[src/rtl/rcce_ram.sv]
// rcce_ram: generic single-write, single-read synchronous ram
// registered read data; no dependencies
module rcce_ram #(
	parameter int WIDTH = 8,
	parameter int DEPTH = 256
) (
	input  logic                     clk,
	input  logic                     we,
	input  logic [$clog2(DEPTH)-1:0] waddr,
	input  logic [WIDTH-1:0]         wdata,
	input  logic [$clog2(DEPTH)-1:0] raddr,
	output logic [WIDTH-1:0]         rdata
);

	logic [WIDTH-1:0] mem [DEPTH];

	// write port and registered read port
	always_ff @(posedge clk) begin
		if (we) begin
			mem[waddr] <= wdata;
		end
		rdata <= mem[raddr];
	end

endmodule

[config.mk]
export PLATFORM = sky130hd
export DESIGN_NAME = rcce_ram
export DESIGN_NICKNAME = d
export VERILOG_FILES = /design/src/rtl/rcce_ram.sv
export SDC_FILE = /design/constraint.sdc
export NUM_CORES = 2
export LEC_CHECK = 0
export ABC_AREA = 1
export BUFFER_PORTS_ARGS = -buffer_cell sky130_fd_sc_hd__buf_2
export CAP_MARGIN = 20
export CORE_MARGIN = 3
export CORE_UTILIZATION = 40
export DETAILED_ROUTE_END_ITERATION = 10
export GPL_ROUTABILITY_DRIVEN = 0
export PLACE_DENSITY = 0.64
export SLEW_MARGIN = 20
export SYNTH_ARGS = -nofsm -noshare
export SYNTH_HDL_FRONTEND = slang
export SYNTH_SLANG_ARGS = --single-unit
export TNS_END_PERCENT = 1
[constraint.sdc]
create_clock -name clk -period 5.6 [get_ports clk]
set_clock_uncertainty 0.2 [all_clocks]
set_input_delay 0.84 -clock clk [delete_from_list [all_inputs] [get_ports clk]]
set_output_delay 0.84 -clock clk [all_outputs]
set_load 0.02 [all_outputs]
# Word level (Yosys, flattened, before mapping)

Memories as Yosys holds them, arrays and structs flattened. A register that Yosys moved wholly into a read port is not among the register bits.
Cells that the tools add are included.

Output and inout port bits: 8
Word-level logic and storage cells: 3
Memories kept: 1
RAM bits: 2,048
Register bits after elaboration: 0
Input bits: 26

Memory list:

| memory | words | width | rd ports | clocked after memory_dff | write ports | line | text |
|---|---|---|---|---|---|---|---|
| mem    | 256   | 8     | 1        | 1                        | 1           | 15   | `logic [WIDTH-1:0] mem [DEPTH];` |

Mux-type cells: 2

Operators with widths:

| cell    | count |
|---|---|
| $mux W1 | 2 |

# Logic depth before layout (Yosys ltp)

Word-level depth: 2
Depth in mapped cells: 15
Gate-level depth less buffers: 11

# Worst setup path after synthesis

No wires, ideal clock.

Path kind: input to register
Start point: in we
End point: mem mem[162][0], enable pin
Setup slack: 3.069 ns
Setup time: 0.370 ns
Buffers on the path: 2
Arrival time: 1.961 ns
Required time: 5.030 ns
Stages: 4
Cells stage by stage: clkbuf_1 nand3_1 clkbuf_1 nor2_1

Cells in the longest elaborated chain, start to end: 2

Ends and longest elaborated chain:

| element                       | line | text |
|---|---|---|
| from (decl)                   | 8    | `input logic we,` |
| $mux W1                       | 19   | `if (we) begin` |
| $mux W1 (implied by the code) | 20   | `mem[waddr] <= wdata;` |
| to (decl)                     | 15   |  |

No other way between the ends.

# Worst setup path after layout

Start point: in waddr[4]
End point: mem mem[200][2], enable pin

RTL lines:

| element     | line | text |
|---|---|---|
| from (decl) | 9    | `input logic [$clog2(DEPTH)-1:0] waddr,` |

No word-level cell before the write port.

==> out/summary.txt <==
status = finished clean
TNS Setup = 0 ns
XOR/XNOR Fraction of Synth Area = 0
Synth cell types = 14
Worst Path Required = 5.85 ns
Slew HR = 0.211
most frequent cells in the layout = nand2_1, edfxtp_1, nand3_1, nor2_1, clkbuf_16
Arr. time, crit path = 3.65 ns
pwr/cell area = 351 nW/um^2
Seq cells post-synth = 2056
Final Hold Fails = 0
CP max stage delay = 0.96 ns
fraction of layout cells with a size suffix above 1 = 0.0596
CP top delay family = simple AND/OR/NAND/NOR gates
FILL cells = 18700
Hold Crit Class = in -> reg
Clock Pin Slew Worst Setup and Hold Paths = 0.06 ns
antenna viol nets, final = 0
Reg-to-Reg Start = mem[106][4]$_DFFE_PP_
synthesized area = 83400 sq um
routed wire length per instance = 22.9 um
Root Driver = clkbuf_16
mux cell area share after synthesis = 0
Synth Area in Compound Gates = 0
Adder-Cell Fraction of Synth Area = 0
Slew Limit Fails = 0
slack of the critical path = 2.19 ns
cts repair resizes = 0
commonest non-fill, non-tap cell in the layout = nand2_1
Seq/Total Area, Yosys = 0.739
pre-CTS setup slack = 1.40 ns
Syn Nets = 7029
CP cell instances = buf_2 -> nor2_1 -> nand3_1 -> nor2_1
CP Buf/Inv Count = 1
largest fanout on the critical path = 16
most used cell, CP = nor2_1
RSZ-0062 raised after global routing = false
I/O pin total = 34
Post CTS Setup Buffer Count = 0
DRT iter0 DRCs = 6407
slowest CP cell = nor2_1
Die Y = 463 um
Clock H-tree levels = 4
Max Clk Rate = 294 MHz
post-synthesis cell count = 7003
core area = 206000 sq um
Die Width = 463 um
detailed placement HPWL = 125 mm
Max-Cap Viols = 0
Vias/cell = 5.51
Leak Pwr = 31.6 nW
drt drc = 0
first-pass GRT wire length = 333 mm
Avg Cell Area, Syn = 11.9 sq um
Initial Utilization = 0.405
worst-skew pair later-pin latency = 0.85 ns
CTS tree = yes
grt ovf = 0
count of final setup violators = 0
post-route minimum period = 3.41 ns
CTS Buf Count = 206
Ys Warns = 0
Synth Area in Simple Gates = 0.229
port buffer count = 33
largest family of logic cells by synthesized area = simple AND/OR/NAND/NOR gates
Rows = 166
CP Launch Point = waddr[4]
hold wc startpoint = raddr[7]
Slew @ Worst Pin = 1.18 ns
die area = 214000 sq um
nets@finish = 6878
Post-Layout Cell Count = 9800
dpl cells = 9416
Clock Sink Count = 2056
number of iterations in the first detailed-routing pass = 6
maximum vdd ir drop = 0.360 mV
buffer depth of the longest clock path = 3
period utilization = 0.608
number of global-route vias before repair = 51700
Synth-to-Final Area Change = 10.9%
critical path class = in -> reg
Routed WL = 224 mm
largest net degree at the start of global routing = 224
Overall Global Routing Usage = 0.203
Worst setup EP type = flip-flop
crit path launch type = input pin
initial antenna violation count = 3
hold-fix buffers at CTS = 0
vias after detailed routing = 54000
## worst reg2reg max path, stage by stage (launching register included)
cell	delay, ns
edfxtp_1	0.37
nand2_1	0.09
nand3_1	0.12
nand3_1	0.16
nand3_1	0.09
nand3_1	0.20
nand3_1	0.21
nand3_1	0.34
nand2_1	0.12
nand2_1	0.16
nand2_1	0.08
## metrics by stage
stage,util,hold WS (ns),area [sq um],power [mW]
finish,0.449,0.169,92500,32.4
global route,0.449,0.155,92500,33.4
CTS,0.449,0.108,92500,32.6
detailed placement,0.417,0.811,85800,19.2
global placement,0.416,0.831,85800,19.2
floorplan,-,0.635,83400,18.4
## metal layers
metal / GRT usage / vias up / part of all wire
li1: - / 24600 / -
met2: 0.331 / 2505 / 0.48
met1: 0.272 / 26500 / 0.40
met4: 0.0788 / 0 / 0.039
met3: 0.0350 / 425 / 0.085
met5: 0 / - / 0
## report_power, final
part / leakage [nW] / internal [mW] / switching (mW) / total [mW]
Clock: 3.25 / 7.74 / 5.80 / 13.5
Sequential: 18.5 / 17.0 / 0.0136 / 17.0
Combinational: 9.84 / 0.437 / 1.47 / 1.91
Total: 31.6 / 25.1 / 7.29 / 32.4
## layout make-up
class,instances,area (sq um),area share
flip-flops and latches,2056,61700,0.667
multi-input cells,4425,19200,0.207
clock buffers,246,5350,0.0578
well taps,2772,3470,0.0375
repair buffers,124,1380,0.0149
clock inverters,135,1290,0.0140
inverters,39,183,0.00198
diodes,3,7.51,0.0000812
## kinds of logic after synthesis
logic type             Yosys count
buffers and inverters          522
DFF                           2056
and+or+nand+nor               4425
## synth_stat cells
cell,number,share of area
buf_1,40,0.0018
buf_2,268,0.016
buf_4,46,0.0041
buf_6,16,0.0022
buf_8,1,0.00018
clkbuf_1,112,0.0050
dfxtp_1,8,0.0019
edfxtp_1,2048,0.74
inv_1,36,0.0016
inv_2,2,0.000090
inv_4,1,0.000075
nand2_1,2123,0.096
nand3_1,2019,0.12
nor2_1,283,0.013
## sequential cells by signal (all words and copies together), names as in the netlist
register / count
rdata: 8
mem: 2048
## path summary, 6_finish.rpt
path,slack (ns),depth (start not counted),end
setup / recovery,2.19,4,mem[200][2]$_DFFE_PP_
hold / removal,0.17,3,rdata[7]$_DFF_P_
setup reg to reg,3.35,10,rdata[4]$_DFF_P_
hold reg to reg,0.81,10,rdata[7]$_DFF_P_
Note: power is estimated with default switching activity, not from simulation.
